==> config.mk <==
export PLATFORM = sky130hd
export DESIGN_NAME = sfb_front
export DESIGN_NICKNAME = d
export VERILOG_FILES = /design/src/sfb_pkg.sv /design/src/sfb_front.sv
export SDC_FILE = /design/constraint.sdc
export NUM_CORES = 1
export LEC_CHECK = 0
export ABC_AREA = 1
export BUFFER_PORTS_ARGS = -buffer_cell sky130_fd_sc_hd__buf_2
export CORE_MARGIN = 10
export CORE_UTILIZATION = 49
export DETAILED_ROUTE_END_ITERATION = 6
export GPL_ROUTABILITY_DRIVEN = 1
export GPL_TIMING_DRIVEN = 0
export PLACE_DENSITY = 0.87
export SLEW_MARGIN = 20
export SYNTH_ARGS = -nofsm -noshare
export SYNTH_HDL_FRONTEND = slang
export SYNTH_SLANG_ARGS = --single-unit
==> constraint.sdc <==
create_clock -name vclk -period 11.6
set_input_delay 2.32 -clock vclk [all_inputs]
set_output_delay 2.32 -clock vclk [all_outputs]
set_load 0.02 [all_outputs]
==> src/sfb_pkg.sv <==
// Shared constants, types and helpers for the seam feather blender.
`timescale 1ns / 1ps
`default_nettype none

package sfb_pkg;

    // Geometry of the frame and of the register fields.
    localparam int MAX_COLUMNS = 4096;
    localparam int COL_W       = 12;
    localparam int CFG_W       = 13;
    localparam int CH_W        = 8;
    localparam int CFG_INDEX_W = 2;

    // Blend arithmetic: numerator, reciprocal and their product.
    localparam int NUM_W       = 20;
    localparam int MUL_W       = 21;
    localparam int RECIP_SHIFT = 24;
    localparam int RECIP_W     = RECIP_SHIFT + 1;
    localparam int RECIP_STEPS = RECIP_W;
    localparam int STEP_W      = 5;
    localparam int PROD_W      = NUM_W + RECIP_W;

    // Queue between the front and the back.
    localparam int QUEUE_DEPTH = 4;
    localparam int QPTR_W      = 2;
    localparam int QCNT_W      = 3;

    typedef logic [CFG_W-1:0]   cfg_word_t;
    typedef logic [CH_W-1:0]    chan_t;
    typedef logic [NUM_W-1:0]   num_t;
    typedef logic [MUL_W-1:0]   mul_t;
    typedef logic [RECIP_W-1:0] recip_t;
    typedef logic [PROD_W-1:0]  prod_t;
    typedef logic [STEP_W-1:0]  step_t;
    typedef logic [QPTR_W-1:0]  qptr_t;
    typedef logic [QCNT_W-1:0]  qcnt_t;

    // Register indexes on the configuration channel.
    typedef enum logic [CFG_INDEX_W-1:0] {
        REG_COPY_WIDTH  = 2'd0,
        REG_BLEND_START = 2'd1,
        REG_BLEND_END   = 2'd2,
        REG_DARK_LEVEL  = 2'd3
    } reg_index_t;

    // Register values after reset.
    localparam cfg_word_t COPY_WIDTH_RST  = 13'd0;
    localparam cfg_word_t BLEND_START_RST = 13'd0;
    localparam cfg_word_t BLEND_END_RST   = 13'd640;
    localparam chan_t     DARK_LEVEL_RST  = 8'd50;

    typedef struct packed {
        chan_t blue;
        chan_t green;
        chan_t red;
    } pixel_t;

    typedef struct packed {
        cfg_word_t copy_width;
        cfg_word_t blend_start;
        cfg_word_t blend_end;
        chan_t     dark_level;
    } cfg_t;

    // One classified pixel waiting for the back end.
    typedef struct packed {
        logic      mix;
        pixel_t    pass;
        pixel_t    refp;
        pixel_t    base;
        cfg_word_t wref;
        cfg_word_t wbase;
    } item_t;

    // Column registers saturate at the frame width.
    function automatic cfg_word_t clamp_cols(input cfg_word_t v);
        cfg_word_t lim;
        lim = cfg_word_t'(MAX_COLUMNS);
        return (v > lim) ? lim : v;
    endfunction

endpackage

`default_nettype wire

==> src/sfb_front.sv <==
// Front end: accepts pixels and sorts them into copy, pass or blend.
`timescale 1ns / 1ps
`default_nettype none

module sfb_front (
    input  wire logic                     start,
    input  wire logic [sfb_pkg::COL_W-1:0] column,
    input  wire sfb_pkg::pixel_t          warp,
    input  wire sfb_pkg::pixel_t          refp,
    input  wire sfb_pkg::cfg_t            cfg,
    input  wire logic                     recip_busy,
    input  wire logic                     queue_full,
    output      logic                     busy,
    output      logic                     push,
    output      sfb_pkg::item_t           item
);

    sfb_pkg::cfg_word_t col;
    sfb_pkg::pixel_t    base;
    logic               in_win;
    logic               dark;

    // Hold off new words while the reciprocal is stale or the queue is full.
    assign busy = recip_busy || queue_full;
    assign push = start && !busy;

    // Pick the base pixel, test the window and the darkness of the base.
    always_comb
    begin
        col    = {1'b0, column};
        base   = (col < cfg.copy_width) ? refp : warp;
        in_win = (cfg.blend_end > cfg.blend_start) &&
                 (col >= cfg.blend_start) && (col < cfg.blend_end);
        dark   = (base.blue < cfg.dark_level) && (base.green < cfg.dark_level) &&
                 (base.red < cfg.dark_level);

        item.mix   = in_win && !dark;
        item.pass  = (in_win && dark) ? refp : base;
        item.refp  = refp;
        item.base  = base;
        item.wref  = cfg.blend_end - col;
        item.wbase = col - cfg.blend_start;
    end

endmodule

`default_nettype wire

Word level (Yosys, flattened, before mapping)
Index checks and enable logic that the tools add are counted.
{"block": "word_totals", "word_cells": 21, "in_bits": 110, "regBits": 0, "out_inout_bits": 101}
{"block": "classes", "muxes": 2, "n_lt_le_gt_ge": 7, "n_addsub": 2, "reduce_logical": 10}
{"cell": "$mux W24", "n": 2}
{"cell": "$lt A12 B13 Y1", "n": 2}
{"cell": "$lt A8 B8 Y1", "n": 3}
{"cell": "$ge A12 B13 Y1", "n": 1}
{"cell": "$gt A13 B13 Y1", "n": 1}
{"cell": "$sub A12 B13 Y13", "n": 1}
{"cell": "$sub A13 B12 Y13", "n": 1}
{"cell": "$logic_and A1 B1 Y1", "n": 7}
{"cell": "$logic_not A1 Y1", "n": 2}
{"cell": "$logic_or A1 B1 Y1", "n": 1}

Depth between registers and ports, before layout
Gate-level depths: netlist of run 1.
{"block": "depth", "word_depth": 7, "ltp_mapped": 22, "mapped_depth_nobuf": 20}

Worst setup path before layout of run 1
Ideal clock, no wire load.
{"block": "synth_timing", "path_type": "input port to output port", "startpoint": "in cfg[45] in the netlist's numbering", "endpoint": "out item[88] in the netlist's numbering", "path_stages": 21, "required_ps": 9280, "arrival_ps": 5250, "setup_slack_ps": 4030, "n_path_buf": 2, "path_cell_list": "inv_1 -> ha_1 -> inv_1 -> nor2_2 -> nand3_1 -> nor2_1 -> nand2_1 -> nand2_2 -> buf_2 -> mux2_2 -> ha_1 -> nand2_1 -> inv_1 -> a221oi_1 -> nand3_1 -> inv_1 -> nand2_2 -> nor2_4 -> buf_6 -> nand3_1 -> nand2_1"}
{"element": "from (decl)", "line_no": "sfb_front.sv:10", "text": "input wire sfb_pkg::cfg_t cfg,"}
{"element": "to (decl)", "line_no": "sfb_front.sv:15", "text": "output sfb_pkg::item_t item"}

==> impl_summary.md, run 1 <==
Run status
The flow ran to the end, and the final reports show no timing, DRC or antenna violations.

Timing
The number of max-slew violations in the final report came to 0. The actual slew at the worst max-slew pin is 379 ps. The clock period minus final worst setup slack is 8190 ps. The worst path meets setup with 3410 ps of slack. Headroom to the max-slew limit came out at about three quarters. The count of final hold-check violations was 0. The maximum frequency from static timing analysis is ~120 MHz.

The final number of setup-violating endpoints is 0. Setup repair after global routing left no endpoint under its margin. The final critical path takes up about 71% of the cycle.

Setup total negative slack on the finished layout was measured at 0 ps.

Route
In the routed design, unresolved DRC markers number 0. Dividing the detail-routed wire length by the instance count gives 15.5 µm. The number of DRC markers after the initial detailed-route iteration is roughly 150. The average via count per standard cell is 5.11. The post-detailed-routing wire length is 12.4 mm.

The routed layout has a little over 4000 vias. The detail route stage leaves a number of antenna-violating nets equal to 0. The first detailed-routing pass took 5 iterations.

Synth
Sequential elements use 0% of the synthesized area. Counting every instance in the synthesized netlist gives 511. The synthesis warning total is 0. A synthesized cell averages about 6.3 µm². The net count after synthesis is 692.

The number of library cell types mapped by synthesis is 36. After synthesis the cells add up to 0.00322 mm².

Worst hold path
The startpoint identified for the worst hold timing path is recip_busy. The path with the worst hold slack has its endpoint at busy. The worst hold path passes through 3 cells. The worst min-delay path class is input port to primary output.

Global routing
Entering global routing, the biggest net connects 11 pins. The initial antenna violation count is 0. The total routing resource utilization after global routing is 22.3%. The first-pass GRT wire length is around 19 mm. Summed over all layers, the global routing overflow is 0. The via count of the first global-routing pass is 4170.

Setup path
STA classifies the critical path endpoint as a primary output. The data required time of the worst path is 9280 ps. The critical path data arrival time is just under 6000 ps. The signal on the critical path passes through buf_2, ha_1, inv_1, nor2_2, nand3_1, nor2_1, nand2_1, nand2_2, buf_2, mux2_2, ha_1, nand2_1, inv_1, a221oi_1, nand3_1, inv_1, nand2_2, nor2_4, buf_6, nand3_1, nand2_1, buf_2.

On the critical path the largest part of the delay comes from simple AND/OR/NAND/NOR gates. The setup path with the least slack is of type input port to primary output. The worst setup path is launched from an input port. The critical path's largest stage delay is 410 ps. Of all nets on the critical path, the largest fanout is 10. The critical path contains buffers and inverters numbering 7 combined.

The start point of the critical path is column[11]. The cell with the largest stage delay on the worst path is sky130_fd_sc_hd__mux2_2.

Power
Power comes to 0.283 mW. The share of total power in combinational logic is 100.0%. Net switching is 62.2% of the power. The net switching power of the design is 0.176 mW. The total leakage power is 2.79 nW.

The total power divided by cell area is 64.7 mW/mm². Per report_power, the clock group accounts for 0% of the total. The internal portion of the total power is 0.107 mW. IR analysis of the VDD net gives a maximum drop of between 0.05 and 0.06 mV. Sequential cells account for 0% of the total power.

Cells and area
The number of nets in the finished design is 905. Across the whole layout, storage elements account for 0 µm². From synthesis to final layout, the design area changed by 35.8%. The share of layout cells above drive strength 1 is ~40%. Counting the clock-network buffers in the layout gives 0. The final antenna diode count is 0.

Sequential cells placed in the final layout were counted as 0. Counting the fill cells in the layout gives 579. The multi-input combinational cells in the finished layout cover a total of 0.00264 mm².

Floorplan
The effective utilization at floorplan is roughly 51%. The total I/O pin count is 211. The full die area is 0.0102 mm². The area of the core region is 0.00635 mm².

The die extent in y is around 100 µm. The width of the die is 101 µm. The total number of placement rows is 29.

Place
The number of buffers added on ports is 211. The setup slack after placement is 3400 ps. Once detailed placement completed, the half-perimeter wirelength came to 11.2 mm. At the end of routability-driven placement, the weighted congestion stood at ~0.9.

CTS
The cts-stage hold buffer count is 0. In this run the post-CTS setup repair buffer count came out at 0. The number of gates given a new drive strength after cts is 0.

Run
The max-capacitance violation count is 0.
## metal layers
layer	share of wire [%]	GRT usage (%)	vias up
li1	-	-	2069
met1	40	26.1	1839
met2	51	40.4	157
met3	7.3	4.32	20
met4	1.6	4.93	0
met5	0	0	-
## worst max path at each step
stage               endpoint  slack (ps)  depth (start not counted)
floorplan           item[88]        4030                         21
global placement    item[90]        3420                         22
detailed placement  item[89]        3400                         22
CTS                 item[89]        3400                         22
global route        item[89]        3050                         22
finish              item[89]        3410                         22
## per-stage QoR
stage	utilization, %	std cells	hold WS (ps)	cell area (µm²)
4_1_cts	68.8	799	4960	4370
3_5_place_dp	68.8	799	4960	4370
2_1_floorplan	-	511	4750	3220
5_1_grt	68.8	799	4980	4370
6_report	68.8	799	4960	4370
3_3_place_gp	68.8	799	4950	4370
## kinds of logic after synthesis
group / count (synthesis) / synth area share [%]
and+or+nand+nor: 219 / 29.7
buffers and inverters: 120 / 18.0
adders and majority gates: 71 / 28.1
AOI/OAI and AO/OA: 58 / 11.0
xor gates and xnor gates: 22 / 5.99
muxes: 21 / 7.35
## area by class of cell
type	instances	area share, %
tap	77	2.20
buffer	32	5.67
multi-input combinational	391	60.4
inverter	88	7.56
timing repair buffer	211	24.2
## cell usage after synthesis
| master | count | share of area, % |
|---|---|---|
| sky130_fd_sc_hd__nand3_1 | 40 | 6.2 |
| sky130_fd_sc_hd__a21oi_4 | 1 | 0.51 |
| sky130_fd_sc_hd__o211ai_2 | 1 | 0.39 |
| sky130_fd_sc_hd__nor2_4 | 2 | 0.70 |
| sky130_fd_sc_hd__nor4_1 | 1 | 0.19 |
| sky130_fd_sc_hd__xnor2_1 | 5 | 1.4 |
| sky130_fd_sc_hd__nor3_1 | 12 | 1.9 |
| sky130_fd_sc_hd__nor3_2 | 1 | 0.31 |
| sky130_fd_sc_hd__o21a_1 | 1 | 0.23 |
| sky130_fd_sc_hd__a21oi_2 | 1 | 0.27 |
| sky130_fd_sc_hd__a31oi_1 | 4 | 0.78 |
| sky130_fd_sc_hd__nand4_1 | 2 | 0.39 |
| sky130_fd_sc_hd__a21oi_1 | 30 | 4.7 |
| sky130_fd_sc_hd__fa_1 | 2 | 1.2 |
| sky130_fd_sc_hd__nand3_4 | 1 | 0.54 |
| sky130_fd_sc_hd__mux2_2 | 21 | 7.3 |
| sky130_fd_sc_hd__inv_2 | 3 | 0.35 |
| sky130_fd_sc_hd__o2111ai_1 | 1 | 0.27 |
| sky130_fd_sc_hd__o21bai_2 | 2 | 0.70 |
| sky130_fd_sc_hd__buf_4 | 25 | 5.8 |
| sky130_fd_sc_hd__buf_2 | 3 | 0.47 |
| sky130_fd_sc_hd__ha_1 | 69 | 27 |
| sky130_fd_sc_hd__buf_6 | 4 | 1.4 |
| sky130_fd_sc_hd__o21ai_0 | 11 | 1.7 |
| sky130_fd_sc_hd__a221oi_1 | 2 | 0.54 |
| sky130_fd_sc_hd__nand2_2 | 8 | 1.6 |
| sky130_fd_sc_hd__nand2_1 | 136 | 16 |
| sky130_fd_sc_hd__a211oi_1 | 1 | 0.23 |
| sky130_fd_sc_hd__xor2_1 | 17 | 4.6 |
| sky130_fd_sc_hd__o21ai_1 | 1 | 0.16 |
| sky130_fd_sc_hd__or2_2 | 1 | 0.19 |
| sky130_fd_sc_hd__a21boi_0 | 1 | 0.23 |
| sky130_fd_sc_hd__nor2_2 | 1 | 0.19 |
| sky130_fd_sc_hd__nor2_1 | 14 | 1.6 |
| sky130_fd_sc_hd__inv_1 | 85 | 9.9 |
| sky130_fd_sc_hd__o21ai_2 | 1 | 0.27 |
## cell usage in the layout, fill, tap and decap left out, types with 3 or more instances in the layout
master	instances
sky130_fd_sc_hd__inv_2	3
sky130_fd_sc_hd__a21oi_1	30
sky130_fd_sc_hd__xnor2_1	5
sky130_fd_sc_hd__inv_1	85
sky130_fd_sc_hd__xor2_1	17
sky130_fd_sc_hd__buf_4	25
sky130_fd_sc_hd__nor2_1	14
sky130_fd_sc_hd__nand3_1	40
sky130_fd_sc_hd__nand2_2	8
sky130_fd_sc_hd__a31oi_1	4
sky130_fd_sc_hd__mux2_2	21
sky130_fd_sc_hd__nand2_1	136
sky130_fd_sc_hd__o21ai_0	11
sky130_fd_sc_hd__buf_6	4
sky130_fd_sc_hd__nor3_1	12
sky130_fd_sc_hd__ha_1	69
sky130_fd_sc_hd__buf_2	214
## power groups by stage
| stage | clock [mW] | sequential (mW) | combinational (mW) |
|---|---|---|---|
| after floorplan | 0 | 0 | 0.186 |
| after global placement | 0 | 0 | 0.276 |
| after detailed placement | 0 | 0 | 0.283 |
| after CTS | 0 | 0 | 0.284 |
| after global routing | 0 | 0 | 0.311 |
| final | 0 | 0 | 0.283 |
Power figures use the tool's default switching activity.
==> run 2: changes to the inputs <==
ABC_AREA = 0   (was 1)
CORE_UTILIZATION = 40   (was 49)
PLACE_DENSITY = 0.76   (was 0.87)
clock period = 7.2 ns   (was 11.6 ns; I/O delays follow)
==> run 2 against run 1 <==
Effect of this change:
- synthesized cell count decreased by 19%
- critical path depth down 3
- global-route usage fell by 1.7 points
- sequential share of layout area did not move
- cell count shrank 7.3%
- die area increased by 15%
- utilization decreased by 9.6 points
- non-clock buffer count grew 9
- flip-flop and latch count unchanged
- critical path type unchanged
- largest power group unchanged
==> impl_summary.md, run 2 <==
Synth
The area share of the largest cell type after synthesis is 27.6% (+0.79 points). By count the netlist is led by 69 x sky130_fd_sc_hd__ha_1, 60 x sky130_fd_sc_hd__inv_1, 31 x sky130_fd_sc_hd__nor2_1, 25 x sky130_fd_sc_hd__mux2_2, 24 x sky130_fd_sc_hd__buf_4. The cell with the most instances after synthesis is sky130_fd_sc_hd__ha_1.

The post-synthesis sequential area ratio was 0% (unchanged). The net count after synthesis is 597 (-14%). The synthesis warning total is 0 (unchanged).

The netlist area before placement is 0.00313 mm² (-2.9%). The number of library cell types mapped by synthesis came to 52 (+44%). The dominant cell type by area after synthesis is sky130_fd_sc_hd__ha_1. Ranked by total cell area, the synthesized netlist is headed by sky130_fd_sc_hd__ha_1 28%, sky130_fd_sc_hd__mux2_2 9.0%, sky130_fd_sc_hd__inv_1 7.2%, sky130_fd_sc_hd__mux2_1 7.2%, sky130_fd_sc_hd__buf_4 5.8%.

The number of instances in the synthesized netlist came to 416 (-19%). The average cell area after synthesis is 7.51 µm² (+19%).

Floorplan
The die extent in y is 108 µm (+7.3%). The width of the die is 108 µm (+7.3%). The total number of placement rows came to 32 (+10%). The area of the core region is 0.00765 mm² (+20%).

The full die area is 0.0117 mm² (+15%). The total I/O pin count was 211 (unchanged). The effective utilization at floorplan came to 40.9% (-9.8 points).

Route
The average via count per standard cell is 5.09 (-0.46%). The routed wire length per instance is 18.2 µm (+17%). The post-detailed-routing wire length is 13.5 mm (+8.7%). The number of DRC markers after the initial detailed-route iteration is 126 (-17%).

The DRC violations left came to 0 (unchanged). The length of the first detailed-routing pass in iterations is 4 (-1). The count of antenna-violating nets left after detailed routing is 0 (unchanged). The total via count after detailed routing is 3771 (-7.7%).

Timing
The share of the cycle needed by the critical path after routing is between 90 and 100%. The actual slew at the worst max-slew pin is 532 ps (+152 ps). The worst-case hold slack is 3190 ps (-1770 ps).

The final number of setup-violating endpoints is 0 (unchanged). The sum of negative setup slack is 0 ps (unchanged). The worst relative slew slack came to 64.4% (-10 points). Static timing analysis puts the maximum clock frequency at 142 MHz. The number of max-slew violations in the final report is 0 (unchanged). The clock period minus final worst setup slack is 7030 ps. The count of final hold-check violations is 0 (unchanged).

Cells and area
The post-route core utilization is 59.2% (-9.6 points). The share of layout cells above drive strength 1 was 46.9% (+7.2 points). In the layout the commonest cells are 208 x sky130_fd_sc_hd__buf_2, 65 x sky130_fd_sc_hd__ha_1, 60 x sky130_fd_sc_hd__inv_1.

The post-layout instance count excluding filler cells is 741 (-7.3%). The number of nets in the finished design came to 820 (-9.4%). The sequential cell area in the final layout came to 0 µm² (unchanged). The number of clock buffers in the layout is 0 (unchanged). The number of sequential cells came to 0 (unchanged). The layout filler cell count came to 731 (+26%). The most common cell after layout, fill and taps aside is sky130_fd_sc_hd__buf_2. The area added between synthesis and finish is 45.0%.

Place
The number of buffers added on ports came to 211 (unchanged). The half-perimeter wire length of the detailed placement result is 12.0 mm (+7.0%). The post-placement cell count was 729 (-8.8%).

The routability-driven placement congestion ratio is 0.989 (+11%).

Setup path
The maximum fanout along the worst path is 10 (unchanged). The critical path capture point type is a primary output. The data required time of the worst path was 5760 ps (-3520 ps).

The critical path's largest stage delay is 380 ps (-30 ps). The critical path is of the input port to primary output type. The cell with the largest stage delay on the worst path is sky130_fd_sc_hd__mux2_2.

Walking the worst path, the cells encountered are buf_2, ha_1, and4b_2, a41oi_2, nand2_2, buf_8, mux2_2, ha_4, a22o_1, nor4_2, nand3_1, a211oi_2, nand3_1, o21a_1, nor3_4, buf_4, buf_6, mux2_1, buf_4. The critical path data arrival time is 5590 ps (-280 ps). The startpoint type of the worst setup path is an input port.

Global routing
The initial antenna violation count is 2 (+2). The via count of the first global-routing pass is 3880 (-7.0%). The first-pass GRT wire length was 19.9 mm (+2.4%). The pin count of the biggest net entering global routing came to 11 (unchanged). The total routing resource utilization after global routing is 20.6% (-1.7 points). The total congestion overflow after global routing was 0 (unchanged).

Power
The maximum VDD drop is 0.0520 mV (-0.15%). The total leakage power is 2.54 nW (-9.2%). The total power divided by cell area is 97.6 mW/mm² (+51%).

Run
The max-capacitance violation count is 0 (unchanged).

Run status
The run finished with clean final reports.

CTS
The cts-stage hold buffer count is 0 (unchanged).

Worst hold path
The worst hold path belongs to the class input port to primary output.
-- run 2: final cells by class --
| type | count | area [µm²] | share of cell area (%) |
|---|---|---|---|
| multi-input cells | 325 | 2790 | 61.5 |
| repair buffers | 221 | 1140 | 25.2 |
| plain buffers | 31 | 244 | 5.39 |
| inverters | 60 | 225 | 4.97 |
| well taps | 102 | 128 | 2.82 |
| diodes | 2 | 5.00 | 0.110 |
-- run 2: kinds of logic (layout without fill, tap and decap cells) --
kind of cell               count (synthesis)  in the layout  share of synthesized area [%]
xor gates and xnor gates                  16             16                           4.48
adders and majority gates                 71             71                           28.9
AOI/OAI and AO/OA                         91             91                           19.5
other                                      0              2                              0
muxes                                     47             47                           17.0
and+or+nand+nor                          100            100                           15.9
buffers and inverters                     91            312                           14.3
-- run 2: repair_timing --
action	4_1_cts	5_1_grt
buffers inserted	3	6
resized for setup	5	29
endpoints found under the hold margin	0	0
gates cloned	0	1
pin swaps	2	12
setup endpoints to repair	24	24
-- run 2: worst paths after layout --
kind / from / slack (ps) / end / cells after the start
worst max-delay path: column[11] / 170 / item[95] / 19
worst min-delay path: start / 3190 / push / 4
-- run 2: where the power goes --
group / switching, mW / total, mW / leakage, nW / internal, mW
Clock: 0 / 0.0000000371 / 0.0000127 / 0.0000000371
Combinational: 0.258 / 0.442 / 2.54 / 0.185
Sequential: 0 / 0 / 0 / 0
-- run 2: layer usage --
| metal | vias to the layer above | wire length, µm | part of all wire [%] | track usage [%] |
|---|---|---|---|---|
| met4 | 0 | 121 | 0.90 | 2.73 |
| met3 | 8 | 1020 | 7.6 | 4.22 |
| met2 | 149 | 6910 | 51 | 39.8 |
| met1 | 1706 | 5430 | 40 | 22.9 |
| li1 | 1908 | - | - | - |
| met5 | - | 0 | 0 | 0 |
-- run 2: worst max-delay path, delay by kind of cell --
family          cells  cell delay (ps)
buf+inv             5              740
mux                 2              710
compound gates      4              840
fa+ha+maj           2              530
simple gates        6             1330
-- run 2: through the flow --
step                total power, mW  setup slack [ps]  cell area [µm²]
floorplan                     0.277               407             3130
global placement              0.415              -424             4310
detailed placement            0.424              -523             4310
CTS                           0.428              35.3             4350
global route                  0.487             -62.6             4530
finish                        0.442               171             4530
==> run 3: changes to the inputs <==
ABC_AREA = 1   (was 0)
CORE_UTILIZATION = 41   (was 40)
PLACE_DENSITY = 0.78   (was 0.76)
==> run 3 against run 2 <==
Effect of this change:
- critical endpoint is now item[78]
- die area is 0.37% higher
- worst hold slack gained 2.2 ps
- first-iteration DRC count rose by 8.7%
- non-clock buffer count is 9 lower
- flip-flop and latch count unchanged
- via count rose by 5.9%
- routed wire length shrank 9.5%
- utilization is 2.0 points lower
- final area fell by 2.8%
- combinational power up 3%
- critical path depth is 3 higher
==> impl_summary.md, run 3 (synthesis gave the netlist of run 1 again) <==
Floorplan
The total I/O pin count is 211 (unchanged). The full die area was 0.0118 mm² (+0.37%). The width of the die is 109 µm (+0.18%). The area of the core region came to 0.00769 mm² (+0.52%).

The total number of placement rows is 32 (unchanged). The die extent in y is 109 µm (+0.18%). The effective utilization at floorplan is 41.9% (+0.99 points).

Global routing
The total congestion overflow after global routing was 0 (unchanged). The total routing resource utilization after global routing is 18.9% (-1.7 points). The first-pass GRT wire length is 18.7 mm (-5.7%). The via count of the first global-routing pass was 4066 (+4.8%). The pin count of the biggest net entering global routing is 11 (unchanged).

The initial antenna violation count is 0 (-2).

Route
The number of DRC markers after the initial detailed-route iteration is 137 (+8.7%). The total via count after detailed routing is 3992 (+5.9%). The routed wire length per instance was 14.8 µm (-19%). The count of antenna-violating nets left after detailed routing came to 0 (unchanged). The DRC violations left came to 0 (unchanged). The average via count per standard cell is 4.84 (-4.8%). The post-detailed-routing wire length is 12.2 mm (-9.5%). The length of the first detailed-routing pass in iterations is 5 (+1).

Cells and area
The sequential cell area in the final layout came to 0 µm² (unchanged). Relative to the synthesized area, the layout overhead comes to 36.8%. The number of nets in the finished design was 905 (+10%). The post-layout instance area came to 0.00440 mm² (-2.8%). The final antenna diode count came to 0 (-2). The share of layout cells above drive strength 1 is 39.8% (-7.2 points). Leaving out fill and tap cells, the most frequent cell in the layout is sky130_fd_sc_hd__buf_2.

The layout filler cell count is 796 (+8.9%). The number of clock buffers in the layout was 0 (unchanged). The top cell types in the final layout, fill and taps aside, are 214 x sky130_fd_sc_hd__buf_2, 136 x sky130_fd_sc_hd__nand2_1, 85 x sky130_fd_sc_hd__inv_1. The number of sequential cells is 0 (unchanged).

Timing
The actual slew at the worst max-slew pin is 353 ps (-179 ps). Setup repair after global routing left no endpoint under its margin. The count of final hold-check violations is 0 (unchanged). The number of max-slew violations in the final report is 0 (unchanged). The clock period minus final worst setup slack is 6510 ps (-516 ps).

The setup slack after layout is 687 ps (+516 ps). The maximum frequency from static timing analysis is 154 MHz (+7.9%). The share of the cycle needed by the critical path after routing is 90.5% (-7.2 points). The final number of setup-violating endpoints was 0 (unchanged).

The worst-case hold slack is 3200 ps (+2.16 ps). The sum of negative setup slack was 0 ps (unchanged). The worst relative slew slack is 76.2% (+12 points).

Place
The total cell area at the placement stage is 0.00440 mm² (+2.1%). The half-perimeter wire length of the detailed placement result is 11.0 mm (-8.5%). The setup slack after placement is 619 ps (+1140 ps).

The number of buffers added on ports was 211 (unchanged). The routability-driven placement congestion ratio came to 0.858 (-13%).

Power
The maximum VDD drop was 0.0567 mV (+9.1%). The total power divided by cell area is 103 mW/mm² (+5.8%). The overall power of the completed layout came to 0.455 mW (+2.8%).

The total leakage power is 2.79 nW (+10%).

CTS
The number of buffers inserted by post-CTS setup repair is 0 (-3). The cts-stage hold buffer count was 0 (unchanged). The number of gates given a new drive strength after cts came to 0 (-5).

Setup path
The maximum fanout along the worst path came to 10 (unchanged). The start point of the critical path is column[11]. The critical path data arrival time came to 5070 ps (-520 ps). STA classifies the critical path endpoint as a primary output. The setup path with the least slack is of type input port to primary output. The startpoint type of the worst setup path is an input port. The critical path ends at item[78]. The data required time of the worst path is 5760 ps (about the same).

Run
The max-capacitance violation count is 0 (unchanged).

Worst hold path
The worst min-delay path class is input port to primary output.

Run status
The run finished with clean final reports.
## run 3: changes by cell type in the layout (fill, tap and decap cells not counted), sizes merged, moves of 14 or more
| cell | change |
|---|---|
| nor2 | -14 |
| nand2 | +122 |
| nand3 | +30 |
| mux2 | -25 |
| a21oi | +15 |
| inv | +28 |
## run 3: stage by stage
stage	instances	util, %
CTS	824	57.3
detailed placement	824	57.3
global route	824	57.3
global placement	824	57.3
floorplan	511	-
finish	824	57.3
## run 3: cell type report
class              instances  area [µm²]  share of cell area (%)
multi-input cells        391        2640                    60.0
repair buffers           211        1060                    24.0
inverters                 88         330                    7.50
plain buffers             32         248                    5.63
well taps                102         128                    2.90
## run 3: worst min-delay path by stage
stage,from,end,slack [ps],depth (start not counted)
after global routing,recip_busy,busy,3220,3
final,recip_busy,busy,3200,3
after detailed placement,recip_busy,busy,3200,3
after global placement,start,push,3190,4
after CTS,recip_busy,busy,3200,3
after floorplan,refp[0],item[50],2990,1
## run 3: power breakdown
| group | leakage [nW] | switching [mW] | internal [mW] |
|---|---|---|---|
| Clock | 0 | 0 | 0 |
| Combinational | 2.79 | 0.282 | 0.172 |
| Sequential | 0 | 0 | 0 |
| Total | 2.79 | 0.282 | 0.172 |
## run 3: per-layer routing
metal	wire length (µm)	up-vias	part of all wire (%)	global-route usage (%)
met5	0	-	0	0
met1	5110	1779	42	23.2
met4	66	0	0.54	1.60
met2	6220	131	51	34.9
li1	-	2076	-	-
met3	809	6	6.6	2.80
## run 3: worst max-delay path, stage by stage
cell and delay [ps]:
sky130_fd_sc_hd__buf_2 120, sky130_fd_sc_hd__ha_1 270, sky130_fd_sc_hd__inv_1 60, sky130_fd_sc_hd__nor2_2 110, sky130_fd_sc_hd__nand3_1 100, sky130_fd_sc_hd__nor2_1 140
sky130_fd_sc_hd__nand2_1 160, sky130_fd_sc_hd__nand2_2 190, sky130_fd_sc_hd__buf_2 300, sky130_fd_sc_hd__mux2_2 410, sky130_fd_sc_hd__ha_1 300, sky130_fd_sc_hd__nand2_1 100
sky130_fd_sc_hd__inv_1 60, sky130_fd_sc_hd__a221oi_1 250, sky130_fd_sc_hd__nand3_1 150, sky130_fd_sc_hd__inv_1 90, sky130_fd_sc_hd__nand2_2 70, sky130_fd_sc_hd__nor2_4 220
sky130_fd_sc_hd__buf_6 180, sky130_fd_sc_hd__nand3_1 80, sky130_fd_sc_hd__nand2_1 80, sky130_fd_sc_hd__buf_2 170
